File: config.mk
export PLATFORM = sky130hd
export DESIGN_NAME = ones_complement_double_divide_top
export DESIGN_NICKNAME = d
export VERILOG_FILES = /design/src/rtl/ocdd_pkg.sv /design/src/rtl/ocdd_prep.sv /design/src/rtl/ocdd_round_stage.sv /design/src/rtl/ocdd_post.sv /design/src/rtl/ones_complement_double_divide_top.sv
export SDC_FILE = /design/constraint.sdc
export NUM_CORES = 1
export LEC_CHECK = 0
export ABC_AREA = 1
export CAP_MARGIN = 40
export CORE_MARGIN = 8
export CORE_UTILIZATION = 60
export DETAILED_ROUTE_END_ITERATION = 8
export DONT_BUFFER_PORTS = 1
export PLACE_DENSITY = 0.82
export RECOVER_POWER = 25
export SYNTH_ARGS = -nofsm -noshare
export SYNTH_HDL_FRONTEND = slang
export SYNTH_HIERARCHICAL = 1
export SYNTH_SLANG_ARGS = --single-unit
File: constraint.sdc
create_clock -name clk -period 16.3 [get_ports clk]
set_input_delay 0.815 -clock clk [delete_from_list [all_inputs] [get_ports clk]]
set_output_delay 0.815 -clock clk [all_outputs]
set_load 0.1 [all_outputs]
File: src/rtl/ocdd_pkg.sv
// package for the one's-complement double-length divider
// holds the pipeline word types, constants and the end-around-carry helpers
// no dependencies
`timescale 1ns / 1ps

package ocdd_pkg;

  localparam int WordWidth      = 16;
  localparam int Rounds         = 14;
  localparam int RoundsPerStage = 2;
  localparam int RoundStages    = Rounds / RoundsPerStage;

  localparam logic [WordWidth-1:0] Bias    = 16'o040000;
  localparam logic [WordWidth-1:0] AllOnes = 16'o177777;
  localparam logic [WordWidth-1:0] One     = 16'd1;

  typedef logic [WordWidth-1:0] word_t;

  typedef struct packed {
    word_t q;
    word_t rem;
    word_t dvs;
    logic  q_sign;
    logic  dvd_sign;
    logic  dvs_sign;
  } work_t;

  typedef struct packed {
    word_t remainder_word;
    word_t quotient_word;
  } result_t;

  function automatic word_t eac_add(word_t x, word_t y);
    logic [WordWidth:0] s;
    s = {1'b0, x} + {1'b0, y};
    eac_add = s[WordWidth-1:0] + {{(WordWidth-1){1'b0}}, s[WordWidth]};
  endfunction

  // one shift-and-add step of the divide sequence
  function automatic work_t div_round(work_t w);
    work_t r;
    word_t q;
    word_t rem;
    word_t sum;
    logic  r_sign;
    r      = w;
    q      = {w.q[WordWidth-2:0], 1'b0};
    r_sign = w.rem[WordWidth-1];
    rem    = {r_sign, w.rem[WordWidth-3:0], 1'b0};
    if (!q[WordWidth-1]) begin
      rem[0] = r_sign;
    end
    sum = eac_add(rem, w.dvs);
    if (sum[WordWidth-1]) begin
      q[0] = 1'b1;
      rem  = sum;
    end
    r.q   = q;
    r.rem = rem;
    div_round = r;
  endfunction

endpackage

File: src/rtl/ocdd_prep.sv
// input stage: sign extraction, magnitudes, lower word bias and quotient seed
// depends on ocdd_pkg
`timescale 1ns / 1ps

module ocdd_prep (
  input  logic               clk,
  input  logic               rst,
  input  logic               in_valid,
  output logic               in_ready,
  input  ocdd_pkg::word_t    upper_word,
  input  ocdd_pkg::word_t    lower_word,
  input  ocdd_pkg::word_t    divisor_word,
  output logic               out_valid,
  input  logic               out_ready,
  output ocdd_pkg::work_t    out_data
);

  ocdd_pkg::work_t data_next;
  ocdd_pkg::word_t a1;
  ocdd_pkg::word_t l1;
  ocdd_pkg::word_t l2;
  logic            dvd_sign;

  always_comb begin
    dvd_sign = upper_word[15];
    a1       = dvd_sign ? upper_word : ~upper_word;
    if (a1 == ocdd_pkg::AllOnes) begin
      dvd_sign = lower_word[15];
    end
    l1 = dvd_sign ? ~lower_word : lower_word;
    l2 = ocdd_pkg::eac_add(l1, ocdd_pkg::Bias);

    data_next.dvd_sign = dvd_sign;
    data_next.rem      = (l2[15:14] == 2'b01) ? a1 : ocdd_pkg::eac_add(a1, ocdd_pkg::One);
    data_next.dvs_sign = divisor_word[15];
    data_next.dvs      = divisor_word[15] ? ~divisor_word : divisor_word;
    data_next.q_sign   = l2[15];
    data_next.q        = {l2[15], l2[13:0], l2[15]};
  end

  assign in_ready = !out_valid || out_ready;

  always_ff @(posedge clk) begin
    if (rst) begin
      out_valid <= 1'b0;
    end else if (in_ready) begin
      out_valid <= in_valid;
    end
    if (in_ready && in_valid) begin
      out_data <= data_next;
    end
  end

endmodule

File: src/rtl/ocdd_round_stage.sv
// one pipeline stage running a fixed number of divide rounds
// depends on ocdd_pkg
`timescale 1ns / 1ps

module ocdd_round_stage (
  input  logic               clk,
  input  logic               rst,
  input  logic               in_valid,
  output logic               in_ready,
  input  ocdd_pkg::work_t    in_data,
  output logic               out_valid,
  input  logic               out_ready,
  output ocdd_pkg::work_t    out_data
);

  ocdd_pkg::work_t data_next;

  always_comb begin
    data_next = in_data;
    for (int i = 0; i < ocdd_pkg::RoundsPerStage; i++) begin
      data_next = ocdd_pkg::div_round(data_next);
    end
  end

  assign in_ready = !out_valid || out_ready;

  always_ff @(posedge clk) begin
    if (rst) begin
      out_valid <= 1'b0;
    end else if (in_ready) begin
      out_valid <= in_valid;
    end
    if (in_ready && in_valid) begin
      out_data <= data_next;
    end
  end

endmodule

File: src/rtl/ocdd_post.sv
// output stage: applies result signs and holds the result register
// depends on ocdd_pkg
`timescale 1ns / 1ps

module ocdd_post (
  input  logic               clk,
  input  logic               rst,
  input  logic               in_valid,
  output logic               in_ready,
  input  ocdd_pkg::work_t    in_data,
  output logic               out_valid,
  input  logic               out_ready,
  output ocdd_pkg::result_t  out_data
);

  ocdd_pkg::result_t data_next;
  ocdd_pkg::word_t   res_a;

  always_comb begin
    res_a = {in_data.q_sign, in_data.q[14:0]};
    data_next.quotient_word  = (in_data.dvd_sign != in_data.dvs_sign) ? ~res_a : res_a;
    data_next.remainder_word = in_data.dvd_sign ? in_data.rem : ~in_data.rem;
  end

  assign in_ready = !out_valid || out_ready;

  always_ff @(posedge clk) begin
    if (rst) begin
      out_valid <= 1'b0;
    end else if (in_ready) begin
      out_valid <= in_valid;
    end
    if (in_ready && in_valid) begin
      out_data <= data_next;
    end
  end

endmodule

File: src/rtl/ones_complement_double_divide_top.sv
// pipeline: prep, 7 round stages of 2 end-around-carry rounds each, sign stage
// throughput: one transaction per cycle while m_axis_tready is high; a stall holds each full stage in place
// reset: synchronous active-high rst clears all stage valid bits
// depends on ocdd_pkg, ocdd_prep, ocdd_round_stage, ocdd_post
`timescale 1ns / 1ps

module ones_complement_double_divide_top (
  input  logic        clk,
  input  logic        rst,
  input  logic        s_axis_tvalid,
  output logic        s_axis_tready,
  input  logic [47:0] s_axis_tdata,  // upper_word, lower_word, divisor_word
  output logic        m_axis_tvalid,
  input  logic        m_axis_tready,
  output logic [31:0] m_axis_tdata   // quotient_word, remainder_word
);

  localparam int N = ocdd_pkg::RoundStages;

  logic              valid [N+1];
  logic              ready [N+1];
  ocdd_pkg::work_t   data  [N+1];
  ocdd_pkg::result_t result;

  ocdd_prep u_prep (
    .clk          (clk),
    .rst          (rst),
    .in_valid     (s_axis_tvalid),
    .in_ready     (s_axis_tready),
    .upper_word   (s_axis_tdata[15:0]),
    .lower_word   (s_axis_tdata[31:16]),
    .divisor_word (s_axis_tdata[47:32]),
    .out_valid    (valid[0]),
    .out_ready    (ready[0]),
    .out_data     (data[0])
  );

  for (genvar g = 0; g < N; g++) begin : g_round
    ocdd_round_stage u_stage (
      .clk       (clk),
      .rst       (rst),
      .in_valid  (valid[g]),
      .in_ready  (ready[g]),
      .in_data   (data[g]),
      .out_valid (valid[g+1]),
      .out_ready (ready[g+1]),
      .out_data  (data[g+1])
    );
  end

  ocdd_post u_post (
    .clk       (clk),
    .rst       (rst),
    .in_valid  (valid[N]),
    .in_ready  (ready[N]),
    .in_data   (data[N]),
    .out_valid (m_axis_tvalid),
    .out_ready (m_axis_tready),
    .out_data  (result)
  );

  assign m_axis_tdata = {result.remainder_word, result.quotient_word};

endmodule
==> results.md, run 1 <==
- The run finished with clean final reports.
- Measured on the finished design, the core utilization comes to 0.644.
- In the routed design, unresolved DRC markers number 0.
- The critical path is of the reg2reg type.
- Of the total power, combinational logic draws 0.514.
- Including well taps, the total number of placed cells is 6093.
- The placement-stage cell area is 39000 µm².
- The worst slew margin relative to its limit is 0.396.
- The transition time of the tightest slew-check pin is 0.908 ns.
- The internal power of the cells totals 2.70 mW.
- The cell family contributing the most delay on the critical path is simple AND/OR/NAND/NOR gates.
- The repair_antennas step left the layout with diodes totalling 0.
- Of the total power, the clock network draws 0.208.
- STA puts the critical path data required time at 16.61 ns.
- The floorplan step defined a die boundary enclosing 71500 µm².
- The startpoint of the lowest-slack hold path is rst.
- The number of H-tree levels is 2.
- Buffers inserted during clock tree synthesis total 45.
- In the final layout, the share of cells above drive strength 1 is 0.0775.
- Leaving out fill and tap cells, the most frequent cell in the layout is sky130_fd_sc_hd__nand2_1.
- The source-to-sink clock delay at the later pin of the worst-skew pair is 0.58 ns.
- The via count of the first global-routing pass is 31.2k.
- The wire-length estimate of the detail-placed layout is 85800 µm.
- The highest clock frequency the design can meet is 0.134 GHz.
- The tool flagged a number of max-cap violations equal to 0.
- The initial core utilization is 0.604.
- The worst setup slack before clock tree synthesis is 9.01 ns.
- The minimum clock period is 7.45 ns.
- The worst min-delay path endpoint is g_round[1].u_stage/out_valid.
- STA puts the critical path data arrival time at 7.76 ns.
- The count of nets left with antenna violations once routing finished came out at 0.
- The path class of the lowest-slack min-delay path is in2reg.
- Summed over all layers, the global routing overflow is 0.
- The cell at the root of the clock tree is sky130_fd_sc_hd__clkbuf_16.
- For this run, the detailed router's first-pass iteration total came to 9.
- The number of ports placed on the die boundary is 86.
- The maximum number of pins on one net before global-route repair is 50.
- Across all setup checks in the final design, the least slack found is 8.85 ns.
- The internal reg-to-reg setup slack is 8.85 ns.
- For this block, the initial DRC count from the detailed router was 3694.
- The Yosys warning count is 6.
- The number of setup violations in the final report is 0.
- The number of clock sinks seen by CTS is 417.
- The TritonCTS clock tree is built.
- For the final database, setup skew stands at 0.0205 ns.
- Clock-pin slew was measured on the worst setup and hold paths at 0.06 ns.
- Measured in cells, the most critical reg-to-reg path has a length of 49.
- The power per standard cell area is 121 nW/µm².
- The per-cell via count in the routed design is 5.55.
- After the last flow step, the layout net total stands at 5626.
- The proportion of total power due to net switching is 0.450.
- The endpoint of the most critical register-to-register path is g_round[6].u_stage/out_data[31].
- The worst-path cell with the longest stage delay is sky130_fd_sc_hd__edfxtp_1.
- The number of nets in the synthesized netlist is 5610.
- The post-CTS setup repair buffer count is 0.
- The first element of the critical path is g_round[5].u_stage/out_data[34].
- After the flow finishes, the layout carries non-filler instances totaling 6178.
- VDD sags by at most 0.104 mV.
- The number of buffers and inverters on the critical path is 5.
- The total leakage power is 20.1 nW.
- The combined area of all synthesized cells is 37900 µm².
- The routed layout has 34.3k vias.
- In this run the worst path has a maximum fanout of 17.
- The final cycle utilization of the critical path is 0.457.
- The setup TNS is 0 ns.
- The category of the worst setup path capture point is a flop.
- The all-layer global routing usage is 0.286.
- In this run the critical register-to-register path is launched from g_round[5].u_stage/out_data[34].
- The cell area after layout is 40500 µm².
- The highest cell delay on the worst timing path is 0.39 ns.
- The worst setup path is launched from a flop.
- The total detailed-routing wirelength is 105000 µm.
- The horizontal die dimension is 267 µm.
- The worst hold margin is 0.295 ns.
- Setup repair after global routing left no endpoint under its margin.
- The total count of max-transition violations in the final report came to 0.
- The number of filler cells placed in the layout is 5589.
- The number of antenna violations at the first check in global routing was 2.
- After detailed routing, the average wire length per cell comes to 17.0 µm.
- The final-report hold violation count is 0.
- From synthesis to final layout, the design area changed by 6.71%.
- The number of buffers inserted by port buffering is 0.
- Along the worst hold path, the cell count comes to 1.
- The die is 267 µm tall.
- The total power draw is 4.92 mW.
- Averaged over all synthesized cells, the footprint is 7.19 µm².
- The proportion of power drawn by flip-flops and latches is 0.278.
- After floorplanning, the core was sized to cover 62900 µm².
- The cell type with the highest occurrence count on the critical path is sky130_fd_sc_hd__nand2_1.
- The hold buffer count at CTS is 0.
- The global placement routability congestion is 0.987.
- In this run the power spent charging and discharging nets is 2.21 mW.
- The deepest clock path buffer count is 3.
- In the layout the commonest cells are sky130_fd_sc_hd__nand2_1 (1778), sky130_fd_sc_hd__inv_1 (802), sky130_fd_sc_hd__nand3_1 (620).
- Synthesis produced a netlist whose cell count is 5280.
- The number of rows in the core area is 92.
- The first global-routing pass estimated 164000 µm of wire.
- Gates resized during post-CTS repair numbered 0.
[worst reg2reg max path, delay by kind of cell (launching register included)]
kind / cells / cell delay (ns)
AO/OA/AOI/OAI: 4 / 0.48
adder cells (fa/ha/maj): 6 / 1.57
buffers and inverters: 5 / 0.41
AND/OR/NAND/NOR: 34 / 4.38
flip-flops: 1 / 0.39
[cell type report]
cell class	instances	area (µm²)	area share
multi-input cells	3970	21900	0.541
clock inverters	25	245	0.00606
repair buffers	27	460	0.0114
clock buffers	58	1220	0.0301
flip-flops and latches	417	12400	0.307
well taps	846	1060	0.0261
inverters	835	3150	0.0779
[power by group through the flow]
| stage | sequential, mW | clock, mW | combinational (mW) |
|---|---|---|---|
| global route | 1.37 | 1.08 | 2.80 |
| CTS | 1.37 | 1.04 | 2.47 |
| global placement | 1.39 | 0 | 2.43 |
| finish | 1.37 | 1.02 | 2.53 |
| detailed placement | 1.39 | 0 | 2.46 |
| floorplan | 1.35 | 0 | 1.96 |
[layer usage]
| metal | GRT usage | share of wire | vias to the layer above |
|---|---|---|---|
| met1 | 0.399 | 0.44 | 15700 |
| met2 | 0.466 | 0.46 | 1415 |
| met5 | 0 | 0 | - |
| met4 | 0.0790 | 0.029 | 0 |
| li1 | - | - | 17000 |
| met3 | 0.0361 | 0.077 | 197 |
[worst max path at each step]
stage	slack, ns	endpoint	cells after the start
after floorplan	10.47	g_round[0].u_stage/out_data[21]	50
after global placement	9.01	g_round[4].u_stage/out_data[20]	49
after detailed placement	9.01	g_round[4].u_stage/out_data[20]	49
after CTS	8.96	g_round[4].u_stage/out_data[20]	49
after global routing	8.16	g_round[6].u_stage/out_data[31]	49
final	8.85	g_round[6].u_stage/out_data[31]	49
[registers in the layout (all words and copies together) (netlist names)]
register                   cells
u_prep/out_data               48
g_round.u_stage/out_valid      7
u_post/out_valid               1
g_round.u_stage/out_data     328
u_post/out_data               32
u_prep/out_valid               1
No activity file was read; power rests on OpenSTA's default activity.
==> inputs of run 2 (changes only) <==
--- a/config.mk
+++ b/config.mk
@@ -5,13 +5,13 @@
 export SDC_FILE = /design/constraint.sdc
 export NUM_CORES = 1
 export LEC_CHECK = 0
-export ABC_AREA = 1
+export ABC_AREA = 0
 export CAP_MARGIN = 40
 export CORE_MARGIN = 8
 export CORE_UTILIZATION = 60
 export DETAILED_ROUTE_END_ITERATION = 8
 export DONT_BUFFER_PORTS = 1
-export PLACE_DENSITY = 0.82
+export PLACE_DENSITY = 0.85
 export RECOVER_POWER = 25
 export SYNTH_ARGS = -nofsm -noshare
 export SYNTH_HDL_FRONTEND = slang
==> constraint.sdc (replaced) <==
create_clock -name clk -period 6.7 [get_ports clk]
set_input_delay 0.335 -clock clk [delete_from_list [all_inputs] [get_ports clk]]
set_output_delay 0.335 -clock clk [all_outputs]
set_load 0.1 [all_outputs]
==> run 2 against run 1 <==
Against the previous run:
- the flow now stops in global routing
- synthesized cell count down 36%
- area after synthesis down 10%
==> results.md, run 2 <==
- The global placement routability congestion was 1.04 (was 0.987).
- The average footprint of a synthesized cell is 10.1 µm² (was 7.19 µm²).
- The cell at the root of the clock tree is sky130_fd_sc_hd__clkbuf_16 (unchanged).
- The Yosys warning count is 6 (unchanged).
- The cell total after placement is 4988 (was 6093).
- The number of buffers inserted by port buffering is 0 (unchanged).
- The combined area of all synthesized cells is 34000 µm² (was 37900 µm²).
- The number of H-tree levels came to 2 (unchanged).
- The number of clock buffers inserted by TritonCTS is 43 (was 45).
- The synthesized instance count is 3357 (was 5280).
- The flow stopped in global routing.
- The initial core utilization is 0.605 (was 0.604).
- The number of ports placed on the die boundary is 86 (unchanged).
- The maximum number of pins on one net before global-route repair is 50.
- The all-layer global routing usage is 0.771.
- The number of rows in the core area is 87 (was 92).
- The worst setup slack before clock tree synthesis came to -0.957 ns (was 9.01 ns).
- The tool reported: "[ERROR GRT-0232] Routing congestion too high. Check the congestion heatmap in the GUI".
- The horizontal die dimension is 254 µm (was 267 µm).
- The die height is 254 µm (was 267 µm).
- The placement-stage cell area is 42700 µm² (was 39000 µm²).
- The half-perimeter wire length of the detailed placement result came to 88300 µm (was 85800 µm).
- The net count after synthesis is 3687 (was 5610).
- The global route total overflow is 262.
- The deepest clock path buffer count is 3 (unchanged).
- Outcome: stopped before the end (was complete, no violations).
## run 2: through the flow
stage | hold slack (ns) | TNS [ns] | utilization
3_5_place_dp | 0.405 | -55.71 | 0.760
4_1_cts | 0.00795 | -54.85 | 0.852
3_3_place_gp | 0.401 | -22.19 | 0.754
2_1_floorplan | 0.400 | -13.97 | -
## run 2: routing by layer
layer  global-route usage  GRT overflow
met1                0.742            10
met2                0.891           119
met3                0.714            19
met4                0.733           106
met5                0.502             8
## run 2: timing repair
action	4_1_cts
hold endpoints to repair	38
setup endpoints to repair	113
pin swaps	203
gates resized for setup	368
hold buffers	32
cloned	9
setup buffers	161
==> inputs of run 3 (changes only) <==
--- a/config.mk
+++ b/config.mk
@@ -8,10 +8,10 @@
 export ABC_AREA = 0
 export CAP_MARGIN = 40
 export CORE_MARGIN = 8
-export CORE_UTILIZATION = 60
+export CORE_UTILIZATION = 40
 export DETAILED_ROUTE_END_ITERATION = 8
 export DONT_BUFFER_PORTS = 1
-export PLACE_DENSITY = 0.85
+export PLACE_DENSITY_LB_ADDON = 0.15
 export RECOVER_POWER = 25
 export SYNTH_ARGS = -nofsm -noshare
 export SYNTH_HDL_FRONTEND = slang
==> constraint.sdc (replaced) <==
create_clock -name clk -period 8.7 [get_ports clk]
set_input_delay 0.435 -clock clk [delete_from_list [all_inputs] [get_ports clk]]
set_output_delay 0.435 -clock clk [all_outputs]
set_load 0.1 [all_outputs]
==> run 3 against run 2 <==
Against the previous run:
- the flow now finishes without violations
- area after synthesis is the same
- synthesized cell count is the same
==> results.md, run 3 <==
- The register with the most flip-flops in the layout has 328 of them.
- The placement-stage cell area is 36100 µm² (was 42700 µm²).
- The cell area after layout is 38200 µm².
- The minimum clock period is 8.36 ns.
- The worst setup path is captured at a flop.
- For this block, the initial DRC count from the detailed router was 1849.
- The highest clock frequency the design can meet is 0.120 GHz.
- The via count of the first global-routing pass came to 24.6k.
- The max-cap violation count is 0.
- The combined area of all synthesized cells is 34000 µm² (unchanged).
- The detail route stage leaves a number of antenna-violating nets equal to 0.
- The number of buffers inserted by port buffering is 0 (unchanged).
- The global-route track usage on met2 is 0.300.
- The number of H-tree levels is 2 (unchanged).
- For this run, the number of standard cells in the final layout without fillers is 4655.
- The full die area is 94500 µm².
- The cell at the root of the clock tree is sky130_fd_sc_hd__clkbuf_16 (unchanged).
- The initial core utilization is 0.401 (was 0.605).
- The global placement routability congestion is 0.880 (was 1.04).
- The final cycle utilization of the critical path is 0.961.
- Across every metal layer, demand over resource in global routing totals 0.184.
- The worst-path cell with the longest stage delay is sky130_fd_sc_hd__fa_1.
- The maximum number of pins on one net before global-route repair is 50.
- For this run, design rule violations remaining after detail routing come to 0.
- The data arrival time of the worst path is 8.71 ns.
- The worst slew margin relative to its limit is 0.405.
- The number of antenna violations at the first check in global routing came to 2.
- The horizontal die dimension is 307 µm (was 254 µm).
- For the final database, setup skew stands at 0.0415 ns.
- The final route contains 26.0k vias.
- The cell type with the highest occurrence count on the critical path is sky130_fd_sc_hd__ha_1.
- The largest registers in the layout are g_round.u_stage/out_data (328), u_prep/out_data (48), u_post/out_data (32).
- The area growth from synthesis to layout is 12.5%.
- The number of ports placed on the die boundary came to 86 (unchanged).
- The number of clock buffers inserted by TritonCTS is 49 (was 43).
- STA classifies the critical path startpoint as a flop.
- The half-perimeter wire length of the detailed placement result is 72100 µm (was 88300 µm).
- The critical path is of the reg2reg type.
- Of the cells placed in the final design, the portion with a size suffix greater than 1 is 0.141.
- Summed over all layers, the routed wires come to 90000 µm.
- The highest cell delay on the worst timing path is 0.43 ns.
- The number of rows in the core area was 107 (was 87).
- The maximum vdd drop is 0.174 mV.
- The cell total after placement is 4537 (was 4988).
- The final-report hold violation count is 0.
- The average wire length per cell after detail routing is 19.3 µm.
- The number of setup violations in the final report is 0.
- The library cells used most frequently in the layout, excluding fill and tap cells, are sky130_fd_sc_hd__edfxtp_1 (408), sky130_fd_sc_hd__ha_1 (258), sky130_fd_sc_hd__xnor2_1 (232).
- The completed layout was analyzed and its total power is 8.23 mW.
- The detailed-router iteration count before antenna repair is 5.
- Summed over all layers, the global routing overflow is 0.
- After the last flow step, the layout net total stands at 3806.
- The leading cell type in the layout, fill and taps excluded is sky130_fd_sc_hd__edfxtp_1.
- After global routing, the most crowded layer is met2.
- Dividing total power by cell area gives a power density of 215 nW/µm².
- Along the worst path, the maximum fanout reaches 9.
- The global-route wire length before repair is 140000 µm.
- In this run the worst hold path is classified as in2reg.
- For met3 alone, demand over resource in global routing was 0.0209.
- The source-to-sink clock delay at the later pin of the worst-skew pair is 0.61 ns.
- Data on the critical path is required at its endpoint by 9.05 ns.
- Outcome: complete, no violations (was stopped before the end).
- The area of the core is 84600 µm².
- The clock transition at the registers of the reported paths is 0.06 ns.
- The Yosys warning count was 6 (unchanged).
- The number of clock sinks seen by CTS is 417.
- The register with the most flip-flops in the final layout is g_round.u_stage/out_data.
- Summed over all cells, the static leakage comes to 14.6 nW.
- The synthesized instance count was 3357 (unchanged).
- The TritonCTS clock tree is built.
- The worst hold margin is 0.0443 ns.
- The average footprint of a synthesized cell is 10.1 µm² (unchanged).
- The transition time of the tightest slew-check pin is 0.895 ns.
- The met1 demand-to-capacity share in global routing is 0.260.
- The net count after synthesis is 3687 (unchanged).
- The die height is 307 µm (was 254 µm).
- The deepest clock path buffer count is 3 (unchanged).
- After detailed routing, the number of vias per cell comes to 5.59.
- The total count of max-transition violations in the final report was 0.
- The final antenna diode count is 0.
==> run 3: path summary, 6_finish.rpt <==
path              slack (ns)                       startpoint  cells past startpoint                               to
setup / recovery        0.34  g_round[5].u_stage/out_data[34]                     37  g_round[6].u_stage/out_data[22]
hold / removal          0.04                 s_axis_tdata[47]                      1               u_prep/out_data[6]
setup reg to reg        0.34  g_round[5].u_stage/out_data[34]                     37  g_round[6].u_stage/out_data[22]
hold reg to reg         0.41  g_round[3].u_stage/out_data[43]                      0  g_round[4].u_stage/out_data[45]
==> run 3: per-stage QoR <==
| step | worst slack [ns] | setup TNS, ns | util |
|---|---|---|---|
| finish | 0.339 | 0 | 0.452 |
| global route | -0.0830 | -0.785 | 0.452 |
| CTS | 0.116 | 0 | 0.447 |
| detailed placement | 0.144 | 0 | 0.427 |
| global placement | 0.237 | 0 | 0.421 |
| floorplan | 1.10 | 0 | - |
==> run 3: what timing repair did <==
item / 4_1_cts / 5_1_grt
endpoints found under the setup margin: 0 / 64
hold endpoints to repair: 21 / 0
hold buffers: 14 / 0
buffers inserted: 0 / 18
resized for setup: 0 / 56
==> run 3: worst max-delay path: cells and delay by family (launching register included) <==
kind	cells	cell delay, ns
mux	1	0.33
xor+xnor	2	0.43
buf+inv	4	0.56
simple gates	12	1.98
flops	1	0.40
compound gates	12	2.73
fa+ha+maj	6	1.66
==> run 3: cell type report <==
class,count,area [µm²]
Clock buffer,56,1250
Clock inverter,30,300
Fill cell,8130,46400
Inverter,154,593
Multi-Input combinational cell,2707,20700
Sequential cell,417,12400
Tap cell,1144,1430
Timing Repair Buffer,147,1460
==> run 3: report_power, final <==
group          leakage (nW)  internal, mW  total [mW]  switching (mW)
logic                  10.1          1.62        3.78            2.15
clock network         0.746          1.13        1.97           0.843
registers              3.79          2.39        2.48          0.0862
total                  14.6          5.15        8.23            3.08
==> run 3: routing by layer <==
metal  routed length (µm)  vias up
met2                41400      573
li1                     -    13000
met5                    0        -
met1                42800    12400
met4                 2010        0
met3                 3820      122
